$ cat src/design/event_window_trigger_assert.svh
// Assertion macros for the event window trigger.
// Expects signals named clock and reset in the including module.
`ifndef EVENT_WINDOW_TRIGGER_ASSERT_SVH
`define EVENT_WINDOW_TRIGGER_ASSERT_SVH

// Same-cycle implication.
`define EWT_ASSERT_IMP(lbl, ante, cons) \
   lbl: assert property (@(posedge clock) disable iff (reset) (ante) |-> (cons)) \
      else $error("ewt assertion failed");

// Next-cycle implication.
`define EWT_ASSERT_NXT(lbl, ante, cons) \
   lbl: assert property (@(posedge clock) disable iff (reset) (ante) |=> (cons)) \
      else $error("ewt assertion failed");

`endif

$ cat src/design/ewt_pkg.sv
// Shared types and constants of the event window trigger.
// No dependencies; imported by the interfaces and all modules.
package ewt_pkg;

   localparam int PIX_W   = 11;   // pixel coordinate width
   localparam int TS_W    = 48;   // timestamp width
   localparam int CTR_W   = 17;   // event and cell counter width
   localparam int FRAME_W = 12;   // frame size register width
   localparam int GRID_W  = 4;    // grid size register width
   localparam int GRID_NW = 5;    // clamped grid size, holds up to 16
   localparam int LIM_W   = 16;
   localparam int LEN_W   = 32;
   localparam int MODE_W  = 2;
   localparam int REG_IW  = 3;

   localparam logic [CTR_W-1:0] CTR_MAX = {CTR_W{1'b1}};

   localparam logic [MODE_W-1:0] MODE_COUNT = 2'd0;
   localparam logic [MODE_W-1:0] MODE_TIME  = 2'd1;
   localparam logic [MODE_W-1:0] MODE_AREA  = 2'd2;

   localparam logic ACTION_EVENT = 1'b0;
   localparam logic ACTION_START = 1'b1;

   localparam logic [REG_IW-1:0] REG_MODE         = 3'd0;
   localparam logic [REG_IW-1:0] REG_EVENT_LIMIT  = 3'd1;
   localparam logic [REG_IW-1:0] REG_REGION_LIMIT = 3'd2;
   localparam logic [REG_IW-1:0] REG_WINDOW_LEN   = 3'd3;
   localparam logic [REG_IW-1:0] REG_FRAME_WIDTH  = 3'd4;
   localparam logic [REG_IW-1:0] REG_FRAME_HEIGHT = 3'd5;
   localparam logic [REG_IW-1:0] REG_GRID_COLS    = 3'd6;
   localparam logic [REG_IW-1:0] REG_GRID_ROWS    = 3'd7;

   typedef struct packed {
      logic busy;
      logic done;
   } div_status_type;

   typedef struct packed {
      logic rd;
      logic wr;
      logic clear;
   } cells_cmd_type;

endpackage

$ cat src/design/ewt_ifs.sv
// Valid/ready channel interfaces for event items and trigger results.
// Depends on ewt_pkg.
interface ewt_req_if import ewt_pkg::*; ();
   logic             valid;
   logic             ready;
   logic             action;
   logic [PIX_W-1:0] pixel_x;
   logic [PIX_W-1:0] pixel_y;
   logic [TS_W-1:0]  timestamp_us;

   modport source (output valid, action, pixel_x, pixel_y, timestamp_us, input ready);
   modport sink (input valid, action, pixel_x, pixel_y, timestamp_us, output ready);
endinterface

interface ewt_rsp_if import ewt_pkg::*; ();
   logic valid;
   logic ready;
   logic window_ready;
   logic outside_frame;

   modport source (output valid, window_ready, outside_frame, input ready);
   modport sink (input valid, window_ready, outside_frame, output ready);
endinterface

$ cat src/design/ewt_div.sv
// Shared restoring divider, one quotient bit per cycle.
// Depends on ewt_pkg for the status struct.
module ewt_div import ewt_pkg::*; #(
   parameter int W = 12
) (
   input  logic           clock,
   input  logic           reset,
   input  logic           start,
   input  logic [W-1:0]   dividend,
   input  logic [W-1:0]   divisor,
   output div_status_type status,
   output logic [W-1:0]   quotient
);

   localparam int CNT_W = $clog2(W + 1);

   logic [W-1:0]     num_ff, num_in;
   logic [W-1:0]     rem_ff, rem_in;
   logic [W-1:0]     den_ff, den_in;
   logic [CNT_W-1:0] cnt_ff, cnt_in;
   logic             busy_ff, busy_in;
   logic             done_ff, done_in;
   logic [W:0]       trial;
   logic [W:0]       diff;

   assign trial = {rem_ff, num_ff[W-1]};
   assign diff  = trial - {1'b0, den_ff};

   always_comb begin
      num_in  = num_ff;
      rem_in  = rem_ff;
      den_in  = den_ff;
      cnt_in  = cnt_ff;
      busy_in = busy_ff;
      done_in = 1'b0;
      if (start) begin
         num_in  = dividend;
         rem_in  = '0;
         den_in  = divisor;
         cnt_in  = CNT_W'(W);
         busy_in = 1'b1;
      end else if (busy_ff) begin
         // shift in next dividend bit, subtract when it fits
         if (!diff[W]) begin
            rem_in = diff[W-1:0];
            num_in = {num_ff[W-2:0], 1'b1};
         end else begin
            rem_in = trial[W-1:0];
            num_in = {num_ff[W-2:0], 1'b0};
         end
         cnt_in = cnt_ff - CNT_W'(1);
         if (cnt_ff == CNT_W'(1)) begin
            busy_in = 1'b0;
            done_in = 1'b1;
         end
      end
   end

   always_ff @(posedge clock) begin
      num_ff <= num_in;
      rem_ff <= rem_in;
      den_ff <= den_in;
      cnt_ff <= cnt_in;
      if (reset) begin
         busy_ff <= 1'b0;
         done_ff <= 1'b0;
      end else begin
         busy_ff <= busy_in;
         done_ff <= done_in;
      end
   end

   assign status.busy = busy_ff;
   assign status.done = done_ff;
   assign quotient    = num_ff;

endmodule

$ cat src/design/ewt_cells.sv
// Grid cell counter store: one-port memory with per-entry valid bits.
// Depends on ewt_pkg; invalid entries read as zero, clear drops all valid bits.
module ewt_cells import ewt_pkg::*; #(
   parameter int DEPTH = 64,
   parameter int AW    = 6
) (
   input  logic             clock,
   input  logic             reset,
   input  cells_cmd_type    cmd,
   input  logic [AW-1:0]    addr,
   input  logic [CTR_W-1:0] wdata,
   output logic [CTR_W-1:0] rdata
);

   logic [CTR_W-1:0] cell_mem [DEPTH];
   logic [DEPTH-1:0] valid_ff, valid_in;
   logic [CTR_W-1:0] rdata_ff;
   logic             rvalid_ff;

   always_comb begin
      valid_in = valid_ff;
      if (cmd.clear) begin
         valid_in = '0;
      end else if (cmd.wr) begin
         valid_in[addr] = 1'b1;
      end
   end

   always_ff @(posedge clock) begin
      if (reset) begin
         valid_ff <= '0;
      end else begin
         valid_ff <= valid_in;
      end
   end

   always_ff @(posedge clock) begin
      if (cmd.wr) begin
         cell_mem[addr] <= wdata;
      end
   end

   always_ff @(posedge clock) begin
      if (cmd.rd) begin
         rdata_ff  <= cell_mem[addr];
         rvalid_ff <= valid_ff[addr];
      end
   end

   assign rdata = rvalid_ff ? rdata_ff : '0;

endmodule

$ cat src/design/event_window_trigger.sv
// Event window trigger top level: sequencer, registers, APB-style CSR port.
// Depends on ewt_pkg, ewt_ifs, ewt_div, ewt_cells and the assertion header.
//
// Decides, per event-camera event, whether the current accumulation window is
// complete (count, elapsed-time or grid-area rule) and returns one result
// transaction per accepted item. One item is in flight at a time. Start
// items and area events wait on one shared restoring divider of width DW =
// max(12, COORD_BITS), which produces one quotient bit per cycle. It is used
// for the two grid steps on start and for the column and row index of an
// area event. The cell counter memory adds a read state and an update state
// that writes the cell back or clears the grid. After reset the block
// computes the grid steps first and accepts no item until they are done;
// CSR writes are taken at any time. A finished result sits in an output
// register, so the next item is accepted while it waits.
`include "event_window_trigger_assert.svh"

module event_window_trigger import ewt_pkg::*; #(
   parameter int MAX_GRID_COLS = 8,
   parameter int MAX_GRID_ROWS = 8,
   parameter int COORD_BITS    = 11
) (
   input  logic              clock,
   input  logic              reset,
   ewt_req_if.sink           req,
   ewt_rsp_if.source         rsp,
   input  logic              csr_psel,
   input  logic              csr_penable,
   input  logic              csr_pwrite,
   input  logic [4:0]        csr_paddr,
   input  logic [31:0]       csr_pwdata,
   output logic [31:0]       csr_prdata,
   output logic              csr_pready
);

   localparam int CELL_COUNT = MAX_GRID_COLS * MAX_GRID_ROWS;
   localparam int CELL_AW    = (CELL_COUNT > 1) ? $clog2(CELL_COUNT) : 1;
   localparam int COL_W      = (MAX_GRID_COLS > 1) ? $clog2(MAX_GRID_COLS) : 1;
   localparam int ROW_W      = (MAX_GRID_ROWS > 1) ? $clog2(MAX_GRID_ROWS) : 1;
   localparam int DIV_W      = (COORD_BITS > FRAME_W) ? COORD_BITS : FRAME_W;
   localparam logic [DIV_W-1:0] STEP_MAX = DIV_W'((32'd1 << COORD_BITS) - 32'd1);

   // sequencer codes
   localparam logic [3:0] S_INIT = 4'd0;
   localparam logic [3:0] S_IDLE = 4'd1;
   localparam logic [3:0] S_EVAL = 4'd2;
   localparam logic [3:0] S_DIVW = 4'd3;
   localparam logic [3:0] S_DIVH = 4'd4;
   localparam logic [3:0] S_DIVX = 4'd5;
   localparam logic [3:0] S_DIVY = 4'd6;
   localparam logic [3:0] S_READ = 4'd7;
   localparam logic [3:0] S_UPD  = 4'd8;
   localparam logic [3:0] S_DONE = 4'd9;

   // grid size as used: zero counts as one, large values clamp to the maximum
   function automatic logic [GRID_NW-1:0] clamp_grid(input logic [GRID_W-1:0] n,
                                                     input logic [GRID_NW-1:0] maxn);
      logic [GRID_NW-1:0] ext;
      ext = GRID_NW'(n);
      if (n == '0) begin
         return GRID_NW'(1);
      end
      return (ext > maxn) ? maxn : ext;
   endfunction

   // ---------------- configuration registers ----------------
   logic [MODE_W-1:0]  mode_ff;
   logic [LIM_W-1:0]   event_limit_ff;
   logic [LIM_W-1:0]   region_limit_ff;
   logic [LEN_W-1:0]   window_len_ff;
   logic [FRAME_W-1:0] frame_width_ff;
   logic [FRAME_W-1:0] frame_height_ff;
   logic [GRID_W-1:0]  grid_cols_ff;
   logic [GRID_W-1:0]  grid_rows_ff;

   logic               csr_wr;
   logic [REG_IW-1:0]  csr_idx;

   assign csr_pready = 1'b1;
   assign csr_wr     = csr_psel && csr_penable && csr_pwrite;
   assign csr_idx    = csr_paddr[4:2];

   always_ff @(posedge clock) begin
      if (reset) begin
         mode_ff         <= MODE_COUNT;
         event_limit_ff  <= LIM_W'(1000);
         region_limit_ff <= LIM_W'(100);
         window_len_ff   <= LEN_W'(10000);
         frame_width_ff  <= FRAME_W'(346);
         frame_height_ff <= FRAME_W'(260);
         grid_cols_ff    <= GRID_W'(4);
         grid_rows_ff    <= GRID_W'(4);
      end else if (csr_wr) begin
         case (csr_idx)
            REG_MODE:         mode_ff         <= csr_pwdata[MODE_W-1:0];
            REG_EVENT_LIMIT:  event_limit_ff  <= csr_pwdata[LIM_W-1:0];
            REG_REGION_LIMIT: region_limit_ff <= csr_pwdata[LIM_W-1:0];
            REG_WINDOW_LEN:   window_len_ff   <= csr_pwdata[LEN_W-1:0];
            REG_FRAME_WIDTH:  frame_width_ff  <= csr_pwdata[FRAME_W-1:0];
            REG_FRAME_HEIGHT: frame_height_ff <= csr_pwdata[FRAME_W-1:0];
            REG_GRID_COLS:    grid_cols_ff    <= csr_pwdata[GRID_W-1:0];
            REG_GRID_ROWS:    grid_rows_ff    <= csr_pwdata[GRID_W-1:0];
            default: ;
         endcase
      end
   end

   always_comb begin
      case (csr_idx)
         REG_MODE:         csr_prdata = 32'(mode_ff);
         REG_EVENT_LIMIT:  csr_prdata = 32'(event_limit_ff);
         REG_REGION_LIMIT: csr_prdata = 32'(region_limit_ff);
         REG_WINDOW_LEN:   csr_prdata = window_len_ff;
         REG_FRAME_WIDTH:  csr_prdata = 32'(frame_width_ff);
         REG_FRAME_HEIGHT: csr_prdata = 32'(frame_height_ff);
         REG_GRID_COLS:    csr_prdata = 32'(grid_cols_ff);
         REG_GRID_ROWS:    csr_prdata = 32'(grid_rows_ff);
         default:          csr_prdata = '0;
      endcase
   end

   // ---------------- datapath state ----------------
   logic [3:0]            state_ff, state_in;
   logic                  init_ff, init_in;
   logic                  action_ff, action_in;
   logic [PIX_W-1:0]      x_ff, x_in;
   logic [PIX_W-1:0]      y_ff, y_in;
   logic [TS_W-1:0]       ts_ff, ts_in;
   logic [CTR_W-1:0]      evcnt_ff, evcnt_in;
   logic [TS_W-1:0]       wstart_ff, wstart_in;
   logic [COORD_BITS-1:0] col_step_ff, col_step_in;
   logic [COORD_BITS-1:0] row_step_ff, row_step_in;
   logic [COL_W-1:0]      col_idx_ff, col_idx_in;
   logic [ROW_W-1:0]      row_idx_ff, row_idx_in;
   logic                  res_win_ff, res_win_in;
   logic                  res_out_ff, res_out_in;
   logic                  rsp_valid_ff, rsp_valid_in;
   logic                  rsp_win_ff, rsp_win_in;
   logic                  rsp_out_ff, rsp_out_in;

   // shared divider hookup
   div_status_type        div_stat;
   logic                  div_start;
   logic [DIV_W-1:0]      div_dvd;
   logic [DIV_W-1:0]      div_dvs;
   logic [DIV_W-1:0]      div_q;
   logic [DIV_W-1:0]      step_sat;

   // cell store hookup
   cells_cmd_type         cell_cmd;
   logic [CELL_AW-1:0]    cell_addr;
   logic [CTR_W-1:0]      cell_rdata;
   logic [CTR_W-1:0]      cell_inc;

   logic [GRID_NW-1:0]    nc;
   logic [GRID_NW-1:0]    nr;
   logic [GRID_NW-1:0]    nc_m1;
   logic [GRID_NW-1:0]    nr_m1;
   logic [GRID_NW-1:0]    col_sel;
   logic [GRID_NW-1:0]    row_sel;
   logic                  outside;
   logic [TS_W-1:0]       elapsed;

   assign nc    = clamp_grid(grid_cols_ff, GRID_NW'(MAX_GRID_COLS));
   assign nr    = clamp_grid(grid_rows_ff, GRID_NW'(MAX_GRID_ROWS));
   assign nc_m1 = nc - GRID_NW'(1);
   assign nr_m1 = nr - GRID_NW'(1);

   assign outside = ({1'b0, x_ff} >= frame_width_ff) || ({1'b0, y_ff} >= frame_height_ff);
   assign elapsed = ts_ff - wstart_ff;   // wraps modulo 2^48

   // saturate a step quotient to the step register range
   assign step_sat = (div_q > STEP_MAX) ? STEP_MAX : div_q;

   // cell index: zero at the first pixel, last cell for a zero step or overrun
   always_comb begin
      if (x_ff == '0) begin
         col_sel = '0;
      end else if (col_step_ff == '0 || div_q >= DIV_W'(nc_m1)) begin
         col_sel = nc_m1;
      end else begin
         col_sel = div_q[GRID_NW-1:0];
      end
      if (y_ff == '0) begin
         row_sel = '0;
      end else if (row_step_ff == '0 || div_q >= DIV_W'(nr_m1)) begin
         row_sel = nr_m1;
      end else begin
         row_sel = div_q[GRID_NW-1:0];
      end
   end

   assign cell_addr = CELL_AW'(32'(row_idx_ff) * MAX_GRID_COLS + 32'(col_idx_ff));
   assign cell_inc  = (cell_rdata == CTR_MAX) ? cell_rdata : cell_rdata + CTR_W'(1);

   // divider operands follow the state being entered
   assign div_start = (state_in != state_ff) &&
                      (state_in == S_DIVW || state_in == S_DIVH ||
                       state_in == S_DIVX || state_in == S_DIVY);

   always_comb begin
      case (state_in)
         S_DIVW: begin
            div_dvd = DIV_W'(frame_width_ff);
            div_dvs = DIV_W'(nc);
         end
         S_DIVH: begin
            div_dvd = DIV_W'(frame_height_ff);
            div_dvs = DIV_W'(nr);
         end
         S_DIVX: begin
            div_dvd = DIV_W'(PIX_W'(x_ff - PIX_W'(1)));
            div_dvs = DIV_W'(col_step_ff);
         end
         S_DIVY: begin
            div_dvd = DIV_W'(PIX_W'(y_ff - PIX_W'(1)));
            div_dvs = DIV_W'(row_step_ff);
         end
         default: begin
            div_dvd = '0;
            div_dvs = '0;
         end
      endcase
   end

   // ---------------- sequencer ----------------
   always_comb begin
      state_in     = state_ff;
      init_in      = init_ff;
      action_in    = action_ff;
      x_in         = x_ff;
      y_in         = y_ff;
      ts_in        = ts_ff;
      evcnt_in     = evcnt_ff;
      wstart_in    = wstart_ff;
      col_step_in  = col_step_ff;
      row_step_in  = row_step_ff;
      col_idx_in   = col_idx_ff;
      row_idx_in   = row_idx_ff;
      res_win_in   = res_win_ff;
      res_out_in   = res_out_ff;
      rsp_valid_in = rsp_valid_ff;
      rsp_win_in   = rsp_win_ff;
      rsp_out_in   = rsp_out_ff;
      cell_cmd     = '0;

      // drop the output once taken; a new load below overrides
      if (rsp_valid_ff && rsp.ready) begin
         rsp_valid_in = 1'b0;
      end

      case (state_ff)
         S_INIT: begin
            state_in = S_DIVW;
         end
         S_IDLE: begin
            if (req.valid) begin
               action_in  = req.action;
               x_in       = req.pixel_x;
               y_in       = req.pixel_y;
               ts_in      = req.timestamp_us;
               res_win_in = 1'b0;
               res_out_in = 1'b0;
               state_in   = S_EVAL;
            end
         end
         S_EVAL: begin
            if (action_ff == ACTION_START) begin
               // new window: restart time and count, rebuild grid
               wstart_in      = ts_ff;
               evcnt_in       = '0;
               cell_cmd.clear = 1'b1;
               state_in       = S_DIVW;
            end else if (outside) begin
               res_out_in = 1'b1;
               state_in   = S_DONE;
            end else begin
               state_in = S_DONE;
               case (mode_ff)
                  MODE_COUNT: begin
                     if (evcnt_ff > CTR_W'(event_limit_ff)) begin
                        res_win_in = 1'b1;
                        evcnt_in   = CTR_W'(1);
                     end else if (evcnt_ff != CTR_MAX) begin
                        evcnt_in = evcnt_ff + CTR_W'(1);
                     end
                  end
                  MODE_TIME: begin
                     if (elapsed > TS_W'(window_len_ff)) begin
                        res_win_in = 1'b1;
                        wstart_in  = ts_ff;
                     end
                  end
                  MODE_AREA: begin
                     state_in = S_DIVX;
                  end
                  default: ;   // unused mode: no effect
               endcase
            end
         end
         S_DIVW: begin
            if (div_stat.done) begin
               col_step_in = step_sat[COORD_BITS-1:0];
               state_in    = S_DIVH;
            end
         end
         S_DIVH: begin
            if (div_stat.done) begin
               row_step_in = step_sat[COORD_BITS-1:0];
               if (init_ff) begin
                  init_in  = 1'b0;
                  state_in = S_IDLE;
               end else begin
                  state_in = S_DONE;
               end
            end
         end
         S_DIVX: begin
            if (div_stat.done) begin
               col_idx_in = COL_W'(col_sel);
               state_in   = S_DIVY;
            end
         end
         S_DIVY: begin
            if (div_stat.done) begin
               row_idx_in = ROW_W'(row_sel);
               state_in   = S_READ;
            end
         end
         S_READ: begin
            cell_cmd.rd = 1'b1;
            state_in    = S_UPD;
         end
         S_UPD: begin
            // fire clears the whole grid, so the write is only needed otherwise
            if (cell_inc > CTR_W'(region_limit_ff)) begin
               res_win_in     = 1'b1;
               cell_cmd.clear = 1'b1;
            end else begin
               cell_cmd.wr = 1'b1;
            end
            state_in = S_DONE;
         end
         S_DONE: begin
            // hold until the output register is free
            if (!rsp_valid_ff || rsp.ready) begin
               rsp_valid_in = 1'b1;
               rsp_win_in   = res_win_ff;
               rsp_out_in   = res_out_ff;
               state_in     = S_IDLE;
            end
         end
         default: begin
            state_in = S_IDLE;
         end
      endcase
   end

   always_ff @(posedge clock) begin
      action_ff   <= action_in;
      x_ff        <= x_in;
      y_ff        <= y_in;
      ts_ff       <= ts_in;
      col_step_ff <= col_step_in;
      row_step_ff <= row_step_in;
      col_idx_ff  <= col_idx_in;
      row_idx_ff  <= row_idx_in;
      res_win_ff  <= res_win_in;
      res_out_ff  <= res_out_in;
      rsp_win_ff  <= rsp_win_in;
      rsp_out_ff  <= rsp_out_in;
      if (reset) begin
         state_ff     <= S_INIT;
         init_ff      <= 1'b1;
         evcnt_ff     <= '0;
         wstart_ff    <= '0;
         rsp_valid_ff <= 1'b0;
      end else begin
         state_ff     <= state_in;
         init_ff      <= init_in;
         evcnt_ff     <= evcnt_in;
         wstart_ff    <= wstart_in;
         rsp_valid_ff <= rsp_valid_in;
      end
   end

   assign req.ready         = (state_ff == S_IDLE);
   assign rsp.valid         = rsp_valid_ff;
   assign rsp.window_ready  = rsp_win_ff;
   assign rsp.outside_frame = rsp_out_ff;

   // ---------------- submodules ----------------
   ewt_div #(
      .W (DIV_W)
   ) u_div (
      .clock    (clock),
      .reset    (reset),
      .start    (div_start),
      .dividend (div_dvd),
      .divisor  (div_dvs),
      .status   (div_stat),
      .quotient (div_q)
   );

   ewt_cells #(
      .DEPTH (CELL_COUNT),
      .AW    (CELL_AW)
   ) u_cells (
      .clock (clock),
      .reset (reset),
      .cmd   (cell_cmd),
      .addr  (cell_addr),
      .wdata (cell_inc),
      .rdata (cell_rdata)
   );

   // ---------------- assertions ----------------
   `EWT_ASSERT_NXT(a_accept_leaves_idle, req.valid && req.ready, state_ff == S_EVAL)
   `EWT_ASSERT_IMP(a_idle_div_quiet, state_ff == S_IDLE, !div_stat.busy)
   `EWT_ASSERT_IMP(a_init_blocks_input, init_ff, !req.ready)
   `EWT_ASSERT_IMP(a_rsp_exclusive, rsp_valid_ff, !(rsp_win_ff && rsp_out_ff))

endmodule

$ cat src/flat_wrapper.sv
// flat-port wrapper written by rule: the top's interface ports become plain ports
module event_window_trigger_flat import ewt_pkg::*;
#(
   parameter int MAX_GRID_COLS = 8,
   parameter int MAX_GRID_ROWS = 8,
   parameter int COORD_BITS    = 11
)
  (clock, reset, csr_psel, csr_penable, csr_pwrite, csr_paddr, csr_pwdata, csr_prdata, csr_pready, req_valid, req_action, req_pixel_x, req_pixel_y, req_timestamp_us, req_ready, rsp_valid, rsp_window_ready, rsp_outside_frame, rsp_ready);
  ewt_req_if req_i ();
  ewt_rsp_if rsp_i ();
  input  logic clock;
  input  logic reset;
  input  logic csr_psel;
  input  logic csr_penable;
  input  logic csr_pwrite;
  input  logic [4:0] csr_paddr;
  input  logic [31:0] csr_pwdata;
  output logic [31:0] csr_prdata;
  output logic csr_pready;
  input wire logic [$bits(req_i.valid)-1:0] req_valid;
  input wire logic [$bits(req_i.action)-1:0] req_action;
  input wire logic [$bits(req_i.pixel_x)-1:0] req_pixel_x;
  input wire logic [$bits(req_i.pixel_y)-1:0] req_pixel_y;
  input wire logic [$bits(req_i.timestamp_us)-1:0] req_timestamp_us;
  output wire logic [$bits(req_i.ready)-1:0] req_ready;
  output wire logic [$bits(rsp_i.valid)-1:0] rsp_valid;
  output wire logic [$bits(rsp_i.window_ready)-1:0] rsp_window_ready;
  output wire logic [$bits(rsp_i.outside_frame)-1:0] rsp_outside_frame;
  input wire logic [$bits(rsp_i.ready)-1:0] rsp_ready;
  assign req_i.valid = req_valid;
  assign req_i.action = req_action;
  assign req_i.pixel_x = req_pixel_x;
  assign req_i.pixel_y = req_pixel_y;
  assign req_i.timestamp_us = req_timestamp_us;
  assign req_ready = req_i.ready;
  assign rsp_valid = rsp_i.valid;
  assign rsp_window_ready = rsp_i.window_ready;
  assign rsp_outside_frame = rsp_i.outside_frame;
  assign rsp_i.ready = rsp_ready;
  event_window_trigger #(.MAX_GRID_COLS(MAX_GRID_COLS), .MAX_GRID_ROWS(MAX_GRID_ROWS), .COORD_BITS(COORD_BITS)) u_core (.clock(clock), .reset(reset), .req(req_i), .rsp(rsp_i), .csr_psel(csr_psel), .csr_penable(csr_penable), .csr_pwrite(csr_pwrite), .csr_paddr(csr_paddr), .csr_pwdata(csr_pwdata), .csr_prdata(csr_prdata), .csr_pready(csr_pready));
endmodule
$ cat config.mk
export PLATFORM = sky130hd
export DESIGN_NAME = event_window_trigger_flat
export DESIGN_NICKNAME = d
export VERILOG_FILES = /design/src/design/ewt_pkg.sv /design/src/design/ewt_ifs.sv /design/src/design/ewt_div.sv /design/src/design/ewt_cells.sv /design/src/design/event_window_trigger.sv /design/src/flat_wrapper.sv
export VERILOG_INCLUDE_DIRS = /design/src /design/src/design
export SDC_FILE = /design/constraint.sdc
export NUM_CORES = 2
export LEC_CHECK = 0
export CAP_MARGIN = 20
export CELL_PAD_IN_SITES_DETAIL_PLACEMENT = 1
export CELL_PAD_IN_SITES_GLOBAL_PLACEMENT = 2
export CORE_UTILIZATION = 35
export DETAILED_ROUTE_END_ITERATION = 8
export DONT_BUFFER_PORTS = 1
export PLACE_DENSITY_LB_ADDON = 0.15
export REMOVE_ABC_BUFFERS = 1
export SYNTH_ARGS = -nofsm -noshare
export SYNTH_HDL_FRONTEND = slang
export SYNTH_SLANG_ARGS = --single-unit
$ cat constraint.sdc
create_clock -name clock -period 10 [get_ports clock]
set_input_delay 0.5 -clock clock [delete_from_list [all_inputs] [get_ports clock]]
set_output_delay 0.5 -clock clock [all_outputs]
set_load 0.05 [all_outputs]
==> key figures <==
Run status
  – Status: finished clean

Timing
  – RSZ-0062 raised after global routing: no
  – Crit path time final: 7.36 ns
  – Hold slack: 0.107 ns
  – Slew headroom: 23.1%
  – Setup TNS: 0 ns
  – Fmax achieved: 136 MHz
  – Worst Skew: 0.0263 ns
  – Final setup violation count: 0
  – Slew Limit Fails: 0
  – Final hold vios: 0
  – Worst Max-Slew Pin Slew: 1.14 ns
  – Final worst path period share: 73.6%

Critical path
  – Levels on crit path: 20
  – CP top delay family: simple AND/OR/NAND/NOR gates
  – Slowest stage delay, CP: 1.00 ns
  – Reg2Reg Depth: 20
  – Critical path class: flip-flop to flip-flop
  – CP required: 10.42 ns
  – Startpoint types: flip-flop
  – Crit-path slowest cell: nor2_2
  – Crit path cell chain: nand2_1, inv_1, ha_1, and3_1, nand3_1, nor2_1, nand4_1, and3_1, nand3_1, xnor2_1, and2_2, buf_4, ha_1, nand4_1, or4_1, o21a_1, nor3_2, buf_4, nand2_1, nor2_2
  – CP bufs+invs: 3
  – Critical Path AT: 7.78 ns
  – Worst setup EP type: flip-flop
  – Worst Path Max Fanout: 65

Clock tree
  – Clock transition at path regs: 0.07 ns
  – Root Buffer Master: clkbuf_16
  – Worst-skew pair later-pin latency: 0.81 ns
  – Clock Sinks: 1483
  – CTS H-tree depth: 4
  – Worst-case clock buffer depth: 3
  – CTS tree: yes
  – CTS Buf Count: 165

Global routing
  – Largest net degree at the start of global routing: 207
  – Initial antenna violation count: 11
  – Tot GR Track Use: 22.5%
  – Global-route wire length before repair: 296000 um
  – Total grt overflow: 0
  – Vias in the first global route: 41727

Route
  – DR WL/cell: 28.0 um
  – 1st-iter DRT viols: 3089
  – DRT antenna net count: 0
  – # DRC: 0
  – DRT Pass-1 Iters: 5
  – WL final: 203000 um
  – Via count: 40695
  – Via/cell ratio: 5.60

Floorplan
  – Width of the die: 423 um
  – Cell row count: 154
  – Core Area: 176000 um^2
  – Ports: 152
  – Die Y: 423 um
  – DIE AREA: 179000 um^2
  – Initial core utilization: 35.2%

Pwr
  – Power per Cell Area: 190 nW/um^2
  – VDD IR max: 0.197 mV
  – Leakage: 23.6 nW

Synthesis
  – Ranking of synthesized cells by area: edfxtp_1 (60%), dfxtp_1 (8.1%), a22oi_1 (5.1%)
  – EDFF count, synth: 1232
  – Synth Warn #: 0
  – Post-synth top cells: edfxtp_1 (1232), a22oi_1 (419), nand2_1 (279)
  – FFs w/ async S/R, synth: 0%
  – Most common cell in the netlist: edfxtp_1
  – Sequential area share after synthesis: 67.8%
  – Post-synthesis instance total: 4619
  – Area leader, netlist: edfxtp_1
  – Seq cells post-synth: 1483
  – Area share of the leading cell type in the synthesized netlist: 59.7%
  – Yosys cell types: 84
  – Synthesized area: 61900 um^2
  – Post-synthesis area per instance: 13.4 um^2
  – Ys flop type: edfxtp_1

Placed design
  – Port bufs: 0
  – Post-DP HPWL: 123000 um
  – GPL Wtd Cong: 0.818

Worst hold path
  – Hold Crit Class: input port to flip-flop
  – Worst Hold Depth: 4

Cells and area
  – Share of cells above drive strength 1: 11.4%
  – Layout area overhead: 16.4%
  – Fin util: 41.0%
  – Filler Cell Count: 18048
  – Nets@finish: 5061

Flow run
  – Max Cap Viol: 0
==> cell usage in the layout (no fill, tap or decap), types with 36 or more instances in the layout <==
cell type and n:
nand2b_1 131, clkbuf_16 167, edfxtp_1 1232, a221oi_1 98, nor3_2 55, o21a_1 51
ha_1 162, a22oi_1 419, nand3_1 47, buf_4 148, mux2i_1 83, xnor2_1 54
o21ai_0 75, a31oi_1 126, dfxtp_1 251, nand2_1 279, dlygate4sd3_1 107, inv_1 174
nand4_1 90, nor3_1 36, a21o_1 43, a22o_1 100, a21oi_1 235, clkbuf_1 43
nor2_1 178
==> power by group <==
| group | leakage (nW) | internal, mW | switching (mW) |
|---|---|---|---|
| logic | 7.79 | 0.346 | 0.487 |
| registers | 13.1 | 6.70 | 0.0737 |
| clock network | 2.65 | 3.52 | 2.58 |
| total | 23.6 | 10.6 | 3.14 |
==> metrics by stage <==
stage / area [um^2] / total power [mW] / setup WS, ns / cells
3_3_place_gp: 65500 / 7.68 / 2.63 / 6836
5_1_grt: 72100 / 14.2 / 2.19 / 7262
2_1_floorplan: 60900 / 7.46 / -0.771 / 4347
6_report: 72100 / 13.7 / 2.64 / 7266
4_1_cts: 72000 / 13.9 / 2.55 / 7256
3_5_place_dp: 65500 / 7.69 / 2.60 / 6842
==> cells by family after synthesis <==
group / share of synthesized area (%)
other: 0.00605
muxes: 1.49
and+or+nand+nor: 8.34
buffers and inverters: 2.82
xor gates and xnor gates: 1.20
AOI/OAI and AO/OA: 15.0
adders and majority gates: 3.34
DFF: 67.8
==> final timing paths <==
check / endpoint / slack (ns) / start
setup / recovery: u_core.u_cells.cell_mem[15][4] / 2.64 / u_core.u_cells.rvalid_ff
hold / removal: u_core.frame_width_ff[0] / 0.11 / csr_paddr[3]
setup reg to reg: u_core.u_cells.cell_mem[15][4] / 2.64 / u_core.u_cells.rvalid_ff
hold reg to reg: u_core.rsp.window_ready / 0.42 / u_core.res_win_ff
==> repair_timing <==
| action | in CTS | in global routing |
|---|---|---|
| gates resized for setup | 0 | 0 |
| buffers inserted | 0 | 0 |
| hold buffers | 108 | 0 |
| hold endpoints to repair | 233 | 0 |
==> flip-flops by register name (all words and copies together) (netlist names), 11 cells and up <==
signal and cells:
u_core.region_limit_ff 16, u_core.u_div.den_ff 11, u_core.frame_width_ff 12, u_core.event_limit_ff 16, u_core.ts_ff 48, u_core.wstart_ff 48, u_core.u_div.rem_ff 12, u_core.u_div.quotient 12
u_core.evcnt_ff 17, u_core.u_cells.rdata_ff 17, u_core.frame_height_ff 12, u_core.x_ff 11, u_core.col_step_ff 11, u_core.y_ff 11, u_core.row_step_ff 11, u_core.u_cells.valid_ff 64
u_core.window_len_ff 32, u_core.u_cells.cell_mem 1088
==> worst register-to-register path: cells and delay by family (launching register included) <==
| kind | cells | cell delay, ns |
|---|---|---|
| AND/OR/NAND/NOR | 13 | 4.31 |
| buffers and inverters | 3 | 1.12 |
| XOR/XNOR | 1 | 0.11 |
| flip-flops | 1 | 0.75 |
| adder cells (fa/ha/maj) | 2 | 0.50 |
| AO/OA/AOI/OAI | 1 | 0.16 |
==> final cells by class <==
cell class                 instances  area [um^2]  area share, %
sequential                      1483        42000           58.3
clock buffer                     226         4560           6.32
multi-input combinational       2687        18700           25.9
clock inverter                    80          848           1.18
antenna                            5         12.5         0.0174
inverter                         177          666          0.923
tap                             2340         2930           4.06
timing repair buffer             268         2400           3.32
==> per-layer routing <==
metal | global-route usage (%) | wire, um | vias up
li1 | - | - | 18348
met1 | 31.0 | 93200 | 21145
met2 | 36.8 | 96400 | 912
met3 | 3.28 | 8720 | 274
met4 | 6.36 | 5100 | 16
met5 | 0 | 90 | -
Power figures use the tool's default switching activity.
